**src/rtl/core/itrt_pkg.sv**
```systemverilog
// Shared constants, types and the digit-to-ASCII function of the
// integer-to-radix-text formatter. No dependencies.
`timescale 1ns / 1ps

package itrt_pkg;

  // Field widths of the command and result ports
  localparam int VALUE_IN_W = 32;
  localparam int RADIX_W    = 6;
  localparam int SPEC_W     = 7;
  localparam int FLAGS_W    = 7;
  localparam int ROOM_W     = 7;
  localparam int CHAR_W     = 8;
  localparam int LEN_W      = 7;

  // Sizing
  localparam int VALUE_BITS = 32;
  localparam int MAX_OUT    = 64;
  localparam int MAX_RADIX  = 36;
  localparam int MIN_RADIX  = 2;

  // Internal character counts (field width plus sign, prefix and precision)
  localparam int COUNT_W = 8;
  localparam int REST_W  = COUNT_W + 1;

  // Digit stack
  localparam int DIG_DEPTH = VALUE_BITS;
  localparam int ND_W      = $clog2(DIG_DEPTH + 1);

  // Divider: DIV_STEP quotient bits per cycle
  localparam int DIV_STEP   = 8;
  localparam int DIV_CYCLES = (VALUE_BITS + DIV_STEP - 1) / DIV_STEP;
  localparam int DIV_W      = DIV_CYCLES * DIV_STEP;
  localparam int DIV_CNT_W  = (DIV_CYCLES > 1) ? $clog2(DIV_CYCLES) : 1;

  // Format flag bits
  localparam int FLAG_ZERO   = 0;
  localparam int FLAG_SIGNED = 1;
  localparam int FLAG_PLUS   = 2;
  localparam int FLAG_SPACE  = 3;
  localparam int FLAG_LEFT   = 4;
  localparam int FLAG_PREFIX = 5;
  localparam int FLAG_UPPER  = 6;

  // Radix values that carry a prefix
  localparam logic [RADIX_W-1:0] RADIX_OCT = RADIX_W'(8);
  localparam logic [RADIX_W-1:0] RADIX_HEX = RADIX_W'(16);

  // ASCII codes
  localparam logic [CHAR_W-1:0] CH_NUL     = 8'h00;
  localparam logic [CHAR_W-1:0] CH_SPACE   = 8'h20;
  localparam logic [CHAR_W-1:0] CH_PLUS    = 8'h2B;
  localparam logic [CHAR_W-1:0] CH_MINUS   = 8'h2D;
  localparam logic [CHAR_W-1:0] CH_ZERO    = 8'h30;
  localparam logic [CHAR_W-1:0] CH_UPPER_A = 8'h41;
  localparam logic [CHAR_W-1:0] CH_LOWER_A = 8'h61;
  localparam logic [CHAR_W-1:0] CH_X       = 8'h78;

  typedef struct packed {
    logic               push;
    logic               pop;
    logic [RADIX_W-1:0] digit;
  } stack_ctrl_t;

  function automatic logic [CHAR_W-1:0] digit_char(input logic [RADIX_W-1:0] d,
                                                   input logic upper);
    logic [CHAR_W-1:0] base_ch;
    base_ch = upper ? CH_UPPER_A : CH_LOWER_A;
    if (d < RADIX_W'(10)) begin
      return CH_ZERO + CHAR_W'(d);
    end
    return base_ch + CHAR_W'(d - RADIX_W'(10));
  endfunction

endpackage

```
**src/rtl/core/itrt_divider.sv**
```systemverilog
// Iterative restoring divider: DIV_STEP quotient bits per cycle, a narrow
// divisor (the radix). Depends on itrt_pkg.
`timescale 1ns / 1ps

module itrt_divider import itrt_pkg::*; (
  input  logic                  clk_i,
  input  logic                  rst_ni,
  input  logic                  start_i,
  input  logic [VALUE_BITS-1:0] dividend_i,
  input  logic [RADIX_W-1:0]    divisor_i,
  output logic                  done_o,
  output logic [VALUE_BITS-1:0] quotient_o,
  output logic [RADIX_W-1:0]    remainder_o
);

  logic [DIV_W-1:0]     work_q, work_d;
  logic [RADIX_W-1:0]   rem_q, rem_d;
  logic [RADIX_W-1:0]   dsr_q;
  logic [DIV_CNT_W-1:0] cnt_q;
  logic                 run_q;
  logic                 done_q;
  logic                 cnt_last;

  assign cnt_last = (cnt_q == DIV_CNT_W'(DIV_CYCLES - 1));

  always_comb begin : div_step
    logic [RADIX_W:0] trial;
    work_d = work_q;
    rem_d  = rem_q;
    trial  = '0;
    for (int i = 0; i < DIV_STEP; i++) begin
      trial = {rem_d, work_d[DIV_W-1]};
      if (trial >= {1'b0, dsr_q}) begin
        rem_d  = RADIX_W'(trial - {1'b0, dsr_q});
        work_d = {work_d[DIV_W-2:0], 1'b1};
      end else begin
        rem_d  = trial[RADIX_W-1:0];
        work_d = {work_d[DIV_W-2:0], 1'b0};
      end
    end
  end

  always_ff @(posedge clk_i or negedge rst_ni) begin
    if (!rst_ni) begin
      run_q  <= 1'b0;
      done_q <= 1'b0;
      cnt_q  <= '0;
    end else begin
      done_q <= run_q && cnt_last;
      if (start_i) begin
        run_q <= 1'b1;
        cnt_q <= '0;
      end else if (run_q) begin
        cnt_q <= cnt_q + DIV_CNT_W'(1);
        if (cnt_last) begin
          run_q <= 1'b0;
        end
      end
    end
  end

  always_ff @(posedge clk_i) begin
    if (start_i) begin
      work_q <= DIV_W'(dividend_i);
      rem_q  <= '0;
      dsr_q  <= divisor_i;
    end else if (run_q) begin
      work_q <= work_d;
      rem_q  <= rem_d;
    end
  end

  assign done_o      = done_q;
  assign quotient_o  = work_q[VALUE_BITS-1:0];
  assign remainder_o = rem_q;

endmodule

```
**src/rtl/core/itrt_digit_stack.sv**
```systemverilog
// Digit stack: a shift line that takes digits least significant first and
// gives them back most significant first. Depends on itrt_pkg.
`timescale 1ns / 1ps

module itrt_digit_stack import itrt_pkg::*; (
  input  logic               clk_i,
  input  stack_ctrl_t        ctrl_i,
  output logic [RADIX_W-1:0] top_o
);

  logic [RADIX_W-1:0] slot_q [DIG_DEPTH];

  always_ff @(posedge clk_i) begin
    if (ctrl_i.push) begin
      slot_q[0] <= ctrl_i.digit;
      for (int i = 1; i < DIG_DEPTH; i++) begin
        slot_q[i] <= slot_q[i-1];
      end
    end else if (ctrl_i.pop) begin
      for (int i = 0; i < DIG_DEPTH - 1; i++) begin
        slot_q[i] <= slot_q[i+1];
      end
    end
  end

  assign top_o = slot_q[0];

endmodule

```
**src/rtl/core/integer_to_radix_text.sv**
```systemverilog
// Top level of the printf-style integer formatter: sequencer, sizing and
// character emission. Depends on itrt_pkg, itrt_divider, itrt_digit_stack.
`timescale 1ns / 1ps

// Usage
//   Command: drive value_i, radix_i, field_width_i, min_digits_i,
//   format_flags_i and room_i and raise start; the item is taken at a
//   clock edge where start is high and busy is low. busy stays high
//   until the last character of the item has been issued.
//   Results: one character per strobe_o cycle, in text order; last_o
//   marks the final one, which carries the character count on length_o.
//   A bad radix or zero room gives a single strobe with char_present_o
//   low, last_o high and length_o zero.
//   Timing: digits come from the shared divider, one per division
//   (nd digits). Then the sizing states S_SIZE1 and S_SIZE2, then one
//   character per cycle. The next item may be taken in the cycle in
//   which the last strobe shows. A rejected item skips the divider and
//   gives its strobe from the S_EMPTY state.
//   Reset: asynchronous, active low; the block comes up idle.
//   The receiver cannot stall: each strobe lasts exactly one cycle.

module integer_to_radix_text import itrt_pkg::*; (
  input  logic                     clk_i,
  input  logic                     rst_ni,
  input  logic                     start,
  output logic                     busy,
  input  logic [VALUE_IN_W-1:0]    value_i,
  input  logic [RADIX_W-1:0]       radix_i,
  input  logic signed [SPEC_W-1:0] field_width_i,
  input  logic signed [SPEC_W-1:0] min_digits_i,
  input  logic [FLAGS_W-1:0]       format_flags_i,
  input  logic [ROOM_W-1:0]        room_i,
  output logic                     strobe_o,
  output logic [CHAR_W-1:0]        character_o,
  output logic                     char_present_o,
  output logic                     last_o,
  output logic [LEN_W-1:0]         length_o
);

  localparam logic [2:0] S_IDLE  = 3'd0;
  localparam logic [2:0] S_DIV   = 3'd1;
  localparam logic [2:0] S_SIZE1 = 3'd2;
  localparam logic [2:0] S_SIZE2 = 3'd3;
  localparam logic [2:0] S_EMIT  = 3'd4;
  localparam logic [2:0] S_EMPTY = 3'd5;

  logic [2:0] state_q, state_d;

  // Item fields
  logic signed [SPEC_W-1:0] width_q;
  logic signed [SPEC_W-1:0] prec_q;
  logic [RADIX_W-1:0]       radix_q;
  logic [ROOM_W-1:0]        cap_q;
  logic                     upper_q, zero_q, left_q;
  logic                     sign_on_q;
  logic [CHAR_W-1:0]        sign_ch_q;
  logic [1:0]               pfx_len_q;

  // Sizing
  logic [ND_W-1:0]    nd_q, nd_d;
  logic [COUNT_W-1:0] prec_eff_q, prec_eff_d;
  logic [REST_W-1:0]  rest_q, rest_d;
  logic [COUNT_W-1:0] b_lead_q, b_sign_q, b_pfx_q, b_prec_q, b_dig_q, out_len_q;
  logic [COUNT_W-1:0] b_lead_d, b_sign_d, b_pfx_d, b_prec_d, b_dig_d, out_len_d;
  logic [COUNT_W-1:0] pos_q, pos_d;

  // Result register
  logic              strobe_q, strobe_d;
  logic [CHAR_W-1:0] char_q, char_d;
  logic              present_q, present_d;
  logic              last_q, last_d;
  logic [LEN_W-1:0]  len_q, len_d;

  // Accept-cycle decode
  logic                  accept;
  logic [FLAGS_W-1:0]    flags_in;
  logic [VALUE_BITS-1:0] mag_raw, mag_in;
  logic                  neg_in;
  logic [ROOM_W-1:0]     cap_in;
  logic                  item_ok;
  logic                  sign_on_in;
  logic [CHAR_W-1:0]     sign_ch_in;
  logic [1:0]            pfx_len_in;

  // Divider and stack
  logic                  div_start;
  logic [VALUE_BITS-1:0] div_dividend;
  logic [RADIX_W-1:0]    div_divisor;
  logic                  div_done;
  logic [VALUE_BITS-1:0] div_quot;
  logic [RADIX_W-1:0]    div_rem;
  stack_ctrl_t           stack_ctrl;
  logic [RADIX_W-1:0]    stack_top;

  // Sizing helpers
  logic [COUNT_W-1:0] prec_u, nd_u, pad, total;

  assign busy   = (state_q != S_IDLE);
  assign accept = start && !busy;

  always_comb begin
    flags_in = format_flags_i;
    if (flags_in[FLAG_LEFT]) begin
      flags_in[FLAG_ZERO] = 1'b0;
    end
    mag_raw = value_i[VALUE_BITS-1:0];
    neg_in  = flags_in[FLAG_SIGNED] && mag_raw[VALUE_BITS-1];
    mag_in  = neg_in ? VALUE_BITS'(~mag_raw + VALUE_BITS'(1)) : mag_raw;
    cap_in  = (room_i > ROOM_W'(MAX_OUT)) ? ROOM_W'(MAX_OUT) : room_i;
    item_ok = (radix_i >= RADIX_W'(MIN_RADIX)) && (radix_i <= RADIX_W'(MAX_RADIX)) &&
              (cap_in != '0);
    sign_on_in = 1'b1;
    sign_ch_in = CH_MINUS;
    if (!neg_in) begin
      if (flags_in[FLAG_SIGNED] && flags_in[FLAG_PLUS]) begin
        sign_ch_in = CH_PLUS;
      end else if (flags_in[FLAG_SIGNED] && flags_in[FLAG_SPACE]) begin
        sign_ch_in = CH_SPACE;
      end else begin
        sign_on_in = 1'b0;
      end
    end
    pfx_len_in = 2'd0;
    if (flags_in[FLAG_PREFIX]) begin
      if (radix_i == RADIX_HEX) begin
        pfx_len_in = 2'd2;
      end else if (radix_i == RADIX_OCT) begin
        pfx_len_in = 2'd1;
      end
    end
  end

  itrt_divider u_divider (
    .clk_i       (clk_i),
    .rst_ni      (rst_ni),
    .start_i     (div_start),
    .dividend_i  (div_dividend),
    .divisor_i   (div_divisor),
    .done_o      (div_done),
    .quotient_o  (div_quot),
    .remainder_o (div_rem)
  );

  itrt_digit_stack u_stack (
    .clk_i  (clk_i),
    .ctrl_i (stack_ctrl),
    .top_o  (stack_top)
  );

  assign prec_u = prec_q[SPEC_W-1] ? '0 : COUNT_W'(prec_q[SPEC_W-2:0]);
  assign nd_u   = COUNT_W'(nd_q);
  assign pad    = (rest_q[REST_W-1] || rest_q == '0) ? '0 : rest_q[COUNT_W-1:0];

  always_comb begin
    state_d      = state_q;
    nd_d         = nd_q;
    prec_eff_d   = prec_eff_q;
    rest_d       = rest_q;
    b_lead_d     = b_lead_q;
    b_sign_d     = b_sign_q;
    b_pfx_d      = b_pfx_q;
    b_prec_d     = b_prec_q;
    b_dig_d      = b_dig_q;
    out_len_d    = out_len_q;
    pos_d        = pos_q;
    strobe_d     = 1'b0;
    char_d       = char_q;
    present_d    = present_q;
    last_d       = last_q;
    len_d        = len_q;
    div_start    = 1'b0;
    div_dividend = mag_in;
    div_divisor  = radix_q;
    stack_ctrl   = '{push: 1'b0, pop: 1'b0, digit: div_rem};
    total        = '0;

    case (state_q)
      S_IDLE: begin
        if (accept) begin
          nd_d  = '0;
          pos_d = '0;
          if (item_ok) begin
            div_start   = 1'b1;
            div_divisor = radix_i;
            state_d     = S_DIV;
          end else begin
            state_d = S_EMPTY;
          end
        end
      end
      S_DIV: begin
        if (div_done) begin
          stack_ctrl.push = 1'b1;
          nd_d = nd_q + ND_W'(1);
          if (div_quot == '0) begin
            state_d = S_SIZE1;
          end else begin
            div_start    = 1'b1;
            div_dividend = div_quot;
          end
        end
      end
      S_SIZE1: begin
        prec_eff_d = (prec_u > nd_u) ? prec_u : nd_u;
        rest_d     = REST_W'(width_q) - REST_W'(sign_on_q) - REST_W'(pfx_len_q) -
                     REST_W'(prec_eff_d);
        state_d    = S_SIZE2;
      end
      S_SIZE2: begin
        b_lead_d  = (zero_q || left_q) ? '0 : pad;
        b_sign_d  = b_lead_d + COUNT_W'(sign_on_q);
        b_pfx_d   = b_sign_d + COUNT_W'(pfx_len_q);
        b_prec_d  = b_pfx_d + (zero_q ? pad : '0) + (prec_eff_q - nd_u);
        b_dig_d   = b_prec_d + nd_u;
        total     = b_dig_d + (left_q ? pad : '0);
        out_len_d = (total > COUNT_W'(cap_q)) ? COUNT_W'(cap_q) : total;
        state_d   = S_EMIT;
      end
      S_EMIT: begin
        strobe_d  = 1'b1;
        present_d = 1'b1;
        if (pos_q < b_lead_q) begin
          char_d = CH_SPACE;
        end else if (pos_q < b_sign_q) begin
          char_d = sign_ch_q;
        end else if (pos_q < b_pfx_q) begin
          char_d = (pos_q == b_sign_q) ? CH_ZERO : CH_X;
        end else if (pos_q < b_prec_q) begin
          char_d = CH_ZERO;
        end else if (pos_q < b_dig_q) begin
          char_d         = digit_char(stack_top, upper_q);
          stack_ctrl.pop = 1'b1;
        end else begin
          char_d = CH_SPACE;
        end
        pos_d  = pos_q + COUNT_W'(1);
        last_d = (pos_d == out_len_q);
        len_d  = last_d ? out_len_q[LEN_W-1:0] : '0;
        if (last_d) begin
          state_d = S_IDLE;
        end
      end
      S_EMPTY: begin
        strobe_d  = 1'b1;
        present_d = 1'b0;
        char_d    = CH_NUL;
        last_d    = 1'b1;
        len_d     = '0;
        state_d   = S_IDLE;
      end
      default: begin
        state_d = S_IDLE;
      end
    endcase
  end

  always_ff @(posedge clk_i or negedge rst_ni) begin
    if (!rst_ni) begin
      state_q  <= S_IDLE;
      strobe_q <= 1'b0;
      nd_q     <= '0;
      pos_q    <= '0;
    end else begin
      state_q  <= state_d;
      strobe_q <= strobe_d;
      nd_q     <= nd_d;
      pos_q    <= pos_d;
    end
  end

  always_ff @(posedge clk_i) begin
    if (accept) begin
      width_q   <= field_width_i;
      prec_q    <= min_digits_i;
      radix_q   <= radix_i;
      cap_q     <= cap_in;
      upper_q   <= flags_in[FLAG_UPPER];
      zero_q    <= flags_in[FLAG_ZERO];
      left_q    <= flags_in[FLAG_LEFT];
      sign_on_q <= sign_on_in;
      sign_ch_q <= sign_ch_in;
      pfx_len_q <= pfx_len_in;
    end
    prec_eff_q <= prec_eff_d;
    rest_q     <= rest_d;
    b_lead_q   <= b_lead_d;
    b_sign_q   <= b_sign_d;
    b_pfx_q    <= b_pfx_d;
    b_prec_q   <= b_prec_d;
    b_dig_q    <= b_dig_d;
    out_len_q  <= out_len_d;
    char_q     <= char_d;
    present_q  <= present_d;
    last_q     <= last_d;
    len_q      <= len_d;
  end

  assign strobe_o       = strobe_q;
  assign character_o    = char_q;
  assign char_present_o = present_q;
  assign last_o         = last_q;
  assign length_o       = len_q;

  a_len_only_on_last: assert property (@(posedge clk_i) disable iff (!rst_ni)
    strobe_o && !last_o |-> length_o == '0)
    else $error("length given on an item that is not last");

  a_empty_is_single: assert property (@(posedge clk_i) disable iff (!rst_ni)
    strobe_o && !char_present_o |-> last_o && length_o == '0)
    else $error("empty item not marked last with zero length");

  a_digits_bounded: assert property (@(posedge clk_i) disable iff (!rst_ni)
    nd_q <= ND_W'(DIG_DEPTH))
    else $error("digit stack overrun");

  a_div_done_in_loop: assert property (@(posedge clk_i) disable iff (!rst_ni)
    div_done |-> state_q == S_DIV)
    else $error("divider finished outside the digit loop");

  a_busy_after_accept: assert property (@(posedge clk_i) disable iff (!rst_ni)
    accept |=> busy)
    else $error("accepted item left the block idle");

endmodule
```
**config.mk**
```make
export PLATFORM = sky130hd
export DESIGN_NAME = integer_to_radix_text
export DESIGN_NICKNAME = d
export VERILOG_FILES = /design/src/rtl/core/itrt_pkg.sv /design/src/rtl/core/itrt_divider.sv /design/src/rtl/core/itrt_digit_stack.sv /design/src/rtl/core/integer_to_radix_text.sv
export SDC_FILE = /design/constraint.sdc
export NUM_CORES = 1
export LEC_CHECK = 0
export BUFFER_PORTS_ARGS = -buffer_cell sky130_fd_sc_hd__buf_4
export CORE_MARGIN = 10
export CORE_UTILIZATION = 60
export CTS_BUF_LIST = sky130_fd_sc_hd__clkbuf_8 sky130_fd_sc_hd__clkbuf_16
export CTS_CLUSTER_DIAMETER = 50
export CTS_CLUSTER_SIZE = 16
export DETAILED_ROUTE_END_ITERATION = 12
export GPL_ROUTABILITY_DRIVEN = 0
export GPL_TIMING_DRIVEN = 0
export PLACE_DENSITY = 0.81
export SLEW_MARGIN = 20
export SYNTH_ARGS = -nofsm -noshare
export SYNTH_HDL_FRONTEND = slang
export SYNTH_SLANG_ARGS = --single-unit
```
**constraint.sdc**
```tcl
create_clock -name clk_i -period 20.9 [get_ports clk_i]
set_clock_uncertainty 0.2 [all_clocks]
set_input_delay 1.045 -clock clk_i [delete_from_list [all_inputs] [get_ports clk_i]]
set_output_delay 1.045 -clock clk_i [all_outputs]
set_load 0.01 [all_outputs]
```
==> results.md, run 1 <==
* CP endpoint: u_divider.remainder_o[5]
* Diodes inserted at 0
* First DRT Iteration DRCs at 919
* FF-to-FF End: u_divider.remainder_o[5]
* Routed via count at 14100
* GRT Util Overall at 20.2%
* Final Max Slew Viols at 0
* Vias in the first global route at 14500
* Final setup violation count at 0
* Clock sinks at 374
* Max-Cap Viols at 0
* Worst slew margin at 27.6%
* I/O Buffers at 87
* GR met3 Demand/Resource at 2.84%
* Hold WC Path Type: in -> async
* FF+latch count, synth at 374
* Crit-path max cell delay at 760 ps
* CTS tree: yes
* HPWL after DPL at 33.9 mm
* Post-Syn Instances at 1770
* CTS H-tree depth at 2
* Mean area per synthesized cell at 12.2 um2
* Dpl cells at 2331
* Arrival time at the worst endpoint at 19300 ps
* Non-Filler Instances at 2390
* Synth Warn # at 0
* Crit Path Class: reg -> reg
* Worst path slowest cell: edfxtp_1
* Setup TNS at 0 ps
* Wire length per cell at 18.8 um
* Post-route clock period utilization at 91.5%
* Outcome: finished, final reports clean
* 1st-pass router iterations at 5
* Post-CTS Setup Repair Bufs at 0
* Syn nets at 2010
* Final Hold Vio Count at 0
* Area grow syn2layout at 11.9%
* Crit path time final at 19120 ps
* Die Area at 44000 um2
* First-pass GRT wire length at 73.2 mm
* R2R setup slack at 1780 ps
* Die W at 210 um
* Clock Tree Root: clkbuf_16
* Unique masters post-synth at 72
* Async set or reset register ratio after synthesis at 5.88%
* Drt total wl at 44.9 mm
* Largest net degree at the start of global routing at 62
* Top_reg_cell synth: edfxtp_1
* Share of layout cells above drive strength 1 at 20.0%
* GRT overflow at 0
* Worst Tran Pin Value at 1090 ps
* Max Fclk at 52.3 MHz
* Initial Util at 60.7%
* Setup crit end kind: flip-flop
* RSZ-0062 raised after global routing: no
* Num CTS Buffers at 34
* Post-synth EDFFs at 346
* CORE AREA at 35600 um2
* DRC errors left at 0
* Resized Gates After CTS at 0
* Largest buffer count on any clock path at 3
* Busiest grt layer: met2
* Worst r2r path cells at 79
* Post-DRT Antenna Nets at 0
* Met1 Track Usage GR at 25.5%
* Reg2Reg Launch Point: u_divider.dsr_q[1]
* FP Rows at 69
* Critical path launch point type: flip-flop
* Chip height at 210 um
* Data required, critical path at 21090 ps
* Critical path origin: u_divider.dsr_q[1]
* Sequential fraction of the synthesis area at 51.2%
* Cell mode on critical path: a21o_1
* Maximum fanout along the worst path at 10
* Met2 Use GR at 34.6%
* Avg Vias per Cell at 5.91
* Worst-Skew Late Latency at 520 ps
* Io pins at 88
* Clock transition at path regs at 70 ps
* NumNets Final at 2146
* Antenna violations before repair at 0
* Synthesized area at 21600 um2
* Cts hold-fix bufs at 0
[per-stage QoR]
step	utilization (%)	setup WS, ps	hold WS [ps]	instance area (um2)
after detailed placement	64.8	2180	237	23100
after global placement	64.2	2390	227	22800
final	68.0	1780	220	24200
after global routing	68.0	651	236	24200
after floorplan	-	4960	222	21600
after CTS	67.9	2080	217	24200
[cell usage in the layout, fill, tap and decap left out, types with 22 or more instances in the layout]
cell,count
a21oi_1,68
nor2b_1,33
inv_1,160
ha_1,144
clkbuf_1,43
mux2_2,207
xor2_1,39
fa_1,27
and2_1,29
xnor2_1,80
clkbuf_16,34
o21ai_0,91
a21o_1,46
edfxtp_1,346
nand2_1,110
buf_4,90
dfrtp_1,22
nor2_1,72
[worst min-delay path by stage]
stage                                 end                   from  cells after the start  slack (ps)
floorplan           u_stack.slot_q[1][90]  u_stack.slot_q[1][84]                      0         220
global placement    u_stack.slot_q[1][91]  u_stack.slot_q[1][85]                      0         230
detailed placement  u_stack.slot_q[1][94]  u_stack.slot_q[1][88]                      0         240
CTS                               nd_q[0]                 rst_ni                      1         220
global route                   state_q[0]                 rst_ni                      1         240
finish                            nd_q[0]                 rst_ni                      1         220
[flip-flops by register name (all words and copies together) (netlist names), 3 cells and up]
signal                 cells
u_divider.dsr_q            6
radix_q                    6
width_q                    7
nd_q                       6
state_q                    3
prec_eff_q                 6
u_stack.slot_q           192
sign_ch_q                  3
cap_q                      7
out_len_q                  8
length_o                   7
b_pfx_q                    8
u_divider.remainder_o      6
b_prec_q                   8
u_divider.quotient_o      32
character_o                8
prec_q                     7
rest_q                     9
b_lead_q                   8
b_sign_q                   8
pos_q                      8
b_dig_q                    8
[cell families (layout without fill, tap and decap cells)]
logic type / Yosys count / count (layout) / synth area share (%)
muxes: 223 / 223 / 11.6
and+or+nand+nor: 378 / 378 / 8.91
AOI/OAI and AO/OA: 301 / 301 / 8.97
buffers and inverters: 203 / 362 / 3.61
DFF: 374 / 374 / 51.2
other: 1 / 1 / 0.0174
adders and majority gates: 171 / 171 / 10.8
xor gates and xnor gates: 119 / 119 / 4.83
[area by class of cell]
cell class / instances / area [um2]
fill: 2504 / 11400
sequential: 374 / 11100
multi-input combinational: 1193 / 9810
clock buffer: 36 / 878
timing repair buffer: 100 / 842
inverter: 155 / 582
tap: 461 / 577
clock inverter: 23 / 224
buffer: 48 / 198
[critical path: cells and delay by family (launching register included)]
| family | cells | cell delay [ps] |
|---|---|---|
| mux | 6 | 2050 |
| flops | 1 | 760 |
| fa+ha+maj | 8 | 2500 |
| buf+inv | 9 | 1860 |
| compound gates | 42 | 9180 |
| simple gates | 14 | 2400 |
[per-layer routing]
layer / vias to the layer above / routed length [um]
met3: 90 / 2520
met4: 0 / 1550
li1: 6718 / -
met5: - / 0
met2: 411 / 21800
met1: 6894 / 19000
[synth_stat cells, types with 27 or more instances]
| library cell | n | share of area, % |
|---|---|---|
| edfxtp_1 | 346 | 48 |
| a21oi_1 | 68 | 1.6 |
| xor2_1 | 39 | 1.6 |
| xnor2_1 | 80 | 3.2 |
| nor2_1 | 73 | 1.3 |
| nor2b_1 | 34 | 0.99 |
| inv_1 | 155 | 2.7 |
| o21ai_0 | 91 | 2.1 |
| nand2_1 | 110 | 1.9 |
| ha_1 | 144 | 8.3 |
| and2_1 | 29 | 0.84 |
| clkbuf_1 | 43 | 0.75 |
| mux2_2 | 207 | 11 |
| fa_1 | 27 | 2.5 |
| a21o_1 | 46 | 1.6 |
Power of run 1 is left out: the tool's default activity adds up to more than one toggle a clock period on the data nets, which glitch-free logic cannot reach.
==> inputs of run 2 (changes only) <==
- ABC_CLOCK_PERIOD_IN_PS: not set -> 20900
- CORE_UTILIZATION: 60 -> 30
- PLACE_DENSITY: 0.81 -> 0.48
==> results.md, run 2 (synthesis gave the netlist of run 1 again) <==
* Outcome: finished, final reports clean
* Die W at 288 um
* I/O Buffers at 87
* Final setup violation count at 0
* Worst path slowest cell: edfxtp_1
* Io pins at 88
* Post-DRT Antenna Nets at 0
* Vias in the first global route at 14200
* Setup crit end kind: flip-flop
* Initial Util at 30.3%
* GRT Util Overall at 12.0%
* Hold WC Path Type: in -> async
* Critical path launch point type: flip-flop
* Data required, critical path at 21150 ps
* Share of layout cells above drive strength 1 at 20.7%
* Cell mode on critical path: a21o_1
* CTS H-tree depth at 2
* Final Max Slew Viols at 0
* CTS tree: yes
* Chip height at 288 um
* Max reg flops at 192
* First DRT Iteration DRCs at 755
* Worst slew margin at 28.9%
* Worst-Skew Late Latency at 580 ps
* FP Rows at 98
* Diodes inserted at 0
* Post-CTS Setup Repair Bufs at 0
* Final Hold Vio Count at 0
* Die Area at 83100 um2
* GRT overflow at 0
* Clock Tree Root: clkbuf_16
* Resized Gates After CTS at 0
* Reg2Reg Launch Point: u_divider.dsr_q[1]
* Num CTS Buffers at 40
* Worst path buffer plus inverter count at 8
* Arrival time at the worst endpoint at 19750 ps
* Antenna violations before repair at 3
* 1st-pass router iterations at 5
* Max-Cap Viols at 0
* HPWL after DPL at 38.8 mm
* Worst r2r path cells at 77
* CORE AREA at 71400 um2
* R2R setup slack at 1400 ps
* Final core occ at 35.1%
* Maximum fanout along the worst path at 10
* Largest net degree at the start of global routing at 50
* Most common cell after layout, fill and taps aside: edfxtp_1
* Avg Vias per Cell at 4.74
* Cts hold-fix bufs at 0
* Hold WS at 206 ps
* Cell area after placement at 23700 um2
* Design Area, Final at 25100 um2
* Crit Path Class: reg -> reg
* Clock transition at path regs at 70 ps
* Largest delay share family, worst path: compound AO/OA/AOI/OAI gates
* Max Fclk at 51.3 MHz
* Clock sinks at 374
* RSZ-0062 raised after global routing: no
* Routed via count at 13700
* Crit-path max cell delay at 760 ps
* Crit path time final at 19500 ps
* Largest buffer count on any clock path at 3
* Setup TNS at 0 ps
* DRC errors left at 0
* Most frequent cells in the layout: edfxtp_1 (346), mux2_2 (207), inv_1 (157), ha_1 (144), nand2_1 (110)
* Worst Tran Pin Value at 1070 ps
* Wire length per cell at 17.3 um
* Drt total wl at 50.2 mm
* NumNets Final at 2154
* First-pass GRT wire length at 79.6 mm
* Top reg by flops: u_stack.slot_q
* Post-route clock period utilization at 93.3%
* FF-to-FF End: u_divider.remainder_o[5]
* Area grow syn2layout at 16.2%
==> run 2: stage by stage <==
| step | instances | worst slack (ps) |
|---|---|---|
| after floorplan | 1770 | 4960 |
| after global placement | 2807 | 1700 |
| after detailed placement | 2822 | 1600 |
| after CTS | 2895 | 1470 |
| after global routing | 2895 | 67.7 |
| final | 2895 | 1400 |
==> run 2: per-layer routing <==
metal  part of all wire, %  up-vias  global-route usage [%]
met5                     0        -                       0
met4                   1.6        0                    2.46
met3                   4.5       53                    2.59
met2                    48      207                    20.1
met1                    46     6701                    15.9
li1                      -     6759                       -
==> run 2: area by class of cell <==
type | instances | area [um2]
Inverter | 155 | 582
Multi-Input combinational cell | 1193 | 9810
Timing Repair Buffer | 102 | 870
Fill cell | 6995 | 46300
Clock buffer | 40 | 1000
Tap cell | 950 | 1190
Clock inverter | 33 | 370
Sequential cell | 374 | 11100
Buffer | 48 | 198
==> run 2: worst max-delay path by stage <==
stage	startpoint	end	slack, ps	cells after the start
2_1_floorplan	u_divider.dsr_q[1]	u_divider.remainder_o[1]	4960	80
3_3_place_gp	u_divider.dsr_q[1]	u_divider.remainder_o[5]	1700	77
3_5_place_dp	u_divider.dsr_q[1]	u_divider.remainder_o[5]	1600	79
4_1_cts	u_divider.dsr_q[1]	u_divider.remainder_o[5]	1470	79
5_1_grt	u_divider.dsr_q[1]	u_divider.remainder_o[5]	70	77
6_report	u_divider.dsr_q[1]	u_divider.remainder_o[5]	1400	77
==> run 2: worst register-to-register path, delay by kind of cell, from the launching register on <==
| kind | cells | cell delay, ps |
|---|---|---|
| compound gates | 42 | 9540 |
| simple gates | 13 | 2560 |
| fa+ha+maj | 8 | 2540 |
| mux | 6 | 2080 |
| buf+inv | 8 | 1720 |
| flops | 1 | 760 |
Power of run 2 is left out for the same reason.
==> inputs of run 3 (changes only) <==
- BUFFER_PORTS_ARGS: -buffer_cell sky130_fd_sc_hd__buf_4 -> not set
- DONT_BUFFER_PORTS: not set -> 1
- PLACE_DENSITY: 0.48 -> 0.47
==> results.md, run 3 (synthesis gave the netlist of run 1 again) <==
* Outcome: finished, final reports clean
* Most common cell after layout, fill and taps aside: edfxtp_1
* CTS H-tree depth at 2
* Setup crit end kind: flip-flop
* Clock sinks at 374
* NumNets Final at 2074
* Clock transition at path regs at 60 ps
* Post-DRT Antenna Nets at 0
* Final setup violation count at 0
* Chip height at 288 um
* GRT Util Overall at 12.0%
* Post-CTS Setup Repair Bufs at 0
* Worst slew margin at 32.1%
* Worst-Skew Late Latency at 580 ps
* Max Fclk at 51.4 MHz
* Max reg flops at 192
* Arrival time at the worst endpoint at 19680 ps
* Io pins at 88
* Initial Util at 30.3%
* Crit Path Class: reg -> reg
* Share of layout cells above drive strength 1 at 17.5%
* Routed via count at 13500
* Crit-path max cell delay at 760 ps
* Worst path slowest cell: edfxtp_1
* Hold WC Path Type: in -> async
* Cell mode on critical path: a21o_1
* RSZ-0062 raised after global routing: no
* Critical path launch point type: flip-flop
* Largest buffer count on any clock path at 3
* Avg Vias per Cell at 4.78
* CORE AREA at 71400 um2
* Crit path time final at 19450 ps
* Max-Cap Viols at 0
* CTS tree: yes
* Diodes inserted at 0
* R2R setup slack at 1450 ps
* Die W at 288 um
* I/O Buffers at 0
* Clock Tree Root: clkbuf_16
* First-pass GRT wire length at 78.5 mm
* Post-route clock period utilization at 93.1%
* 1st-pass router iterations at 7
* Data required, critical path at 21140 ps
* DRC errors left at 0
* GRT overflow at 0
* Most frequent cells in the layout: edfxtp_1 (346), mux2_2 (207), inv_1 (158), ha_1 (144), nand2_1 (110)
* Setup TNS at 0 ps
* Die Area at 83100 um2
* Largest net degree at the start of global routing at 56
* Final Hold Vio Count at 0
* Maximum fanout along the worst path at 10
* HPWL after DPL at 38.9 mm
* Wire length per cell at 17.9 um
* Worst Tran Pin Value at 1020 ps
* Num CTS Buffers at 44
* Top reg by flops: u_stack.slot_q
* Area grow syn2layout at 13.9%
* Final Max Slew Viols at 0
* First DRT Iteration DRCs at 596
* Drt total wl at 50.4 mm
* Fillers at 7005
* Antenna violations before repair at 3
* Vias in the first global route at 14200
* FP Rows at 98
## run 3: changes by cell type in the layout (fill, tap and decap cells not counted), sizes merged
| cell | change |
|---|---|
| inv | -3 |
| clkinvlp | +3 |
| clkbuf | +6 |
| bufinv | -1 |
| clkinv | +3 |
| buf | -84 |
## run 3: path summary, 6_finish.rpt
path	start	endpoint	cells past startpoint
max	u_divider.dsr_q[1]	u_divider.remainder_o[1]	77
min	rst_ni	strobe_o	1
max reg2reg	u_divider.dsr_q[1]	u_divider.remainder_o[1]	77
min reg2reg	u_stack.slot_q[1][87]	u_stack.slot_q[1][93]	0
max in group asynchronous	rst_ni	u_divider.cnt_q[1]	1
min in group clk_i	u_stack.slot_q[1][87]	u_stack.slot_q[1][93]	0
## run 3: metrics by stage
stage,setup slack (ps),cell area [um2],util (%),instances,hold slack (ps)
floorplan,4960,21600,-,1770,222
global placement,1640,22800,31.9,2720,231
detailed placement,1600,23100,32.3,2737,248
CTS,1460,24600,34.5,2819,60.7
global route,71.2,24600,34.5,2819,84.0
finish,1450,24600,34.5,2819,95.1
## run 3: critical path, delay by kind of cell, from the launching register on
family / cells / cell delay, ps
compound gates: 42 / 9500
mux: 6 / 2070
buf+inv: 8 / 1640
flops: 1 / 760
simple gates: 13 / 2560
fa+ha+maj: 8 / 2540
## run 3: cell type report
type                    instances  area (um2)  area share [%]
multi-input cells            1193        9810            39.9
flip-flops and latches        374       11100            45.0
well taps                     950        1190            4.83
inverters                     155         582            2.36
repair buffers                 18         259            1.05
plain buffers                  48         198           0.804
clock buffers                  46        1140            4.63
clock inverters                35         365            1.49
## run 3: per-layer routing
layer / share of wire, % / track usage (%) / up-vias
met5: 0 / 0 / -
met4: 2.3 / 3.56 / 0
met1: 45 / 15.0 / 6574
met2: 47 / 20.2 / 228
li1: - / - / 6591
met3: 5.4 / 2.77 / 79
## run 3: what timing repair did
item / in CTS / in global routing
endpoints found under the hold margin: 22 / 0
resized for setup: 0 / 0
hold buffers: 1 / 0
Power of run 3 is left out for the same reason.
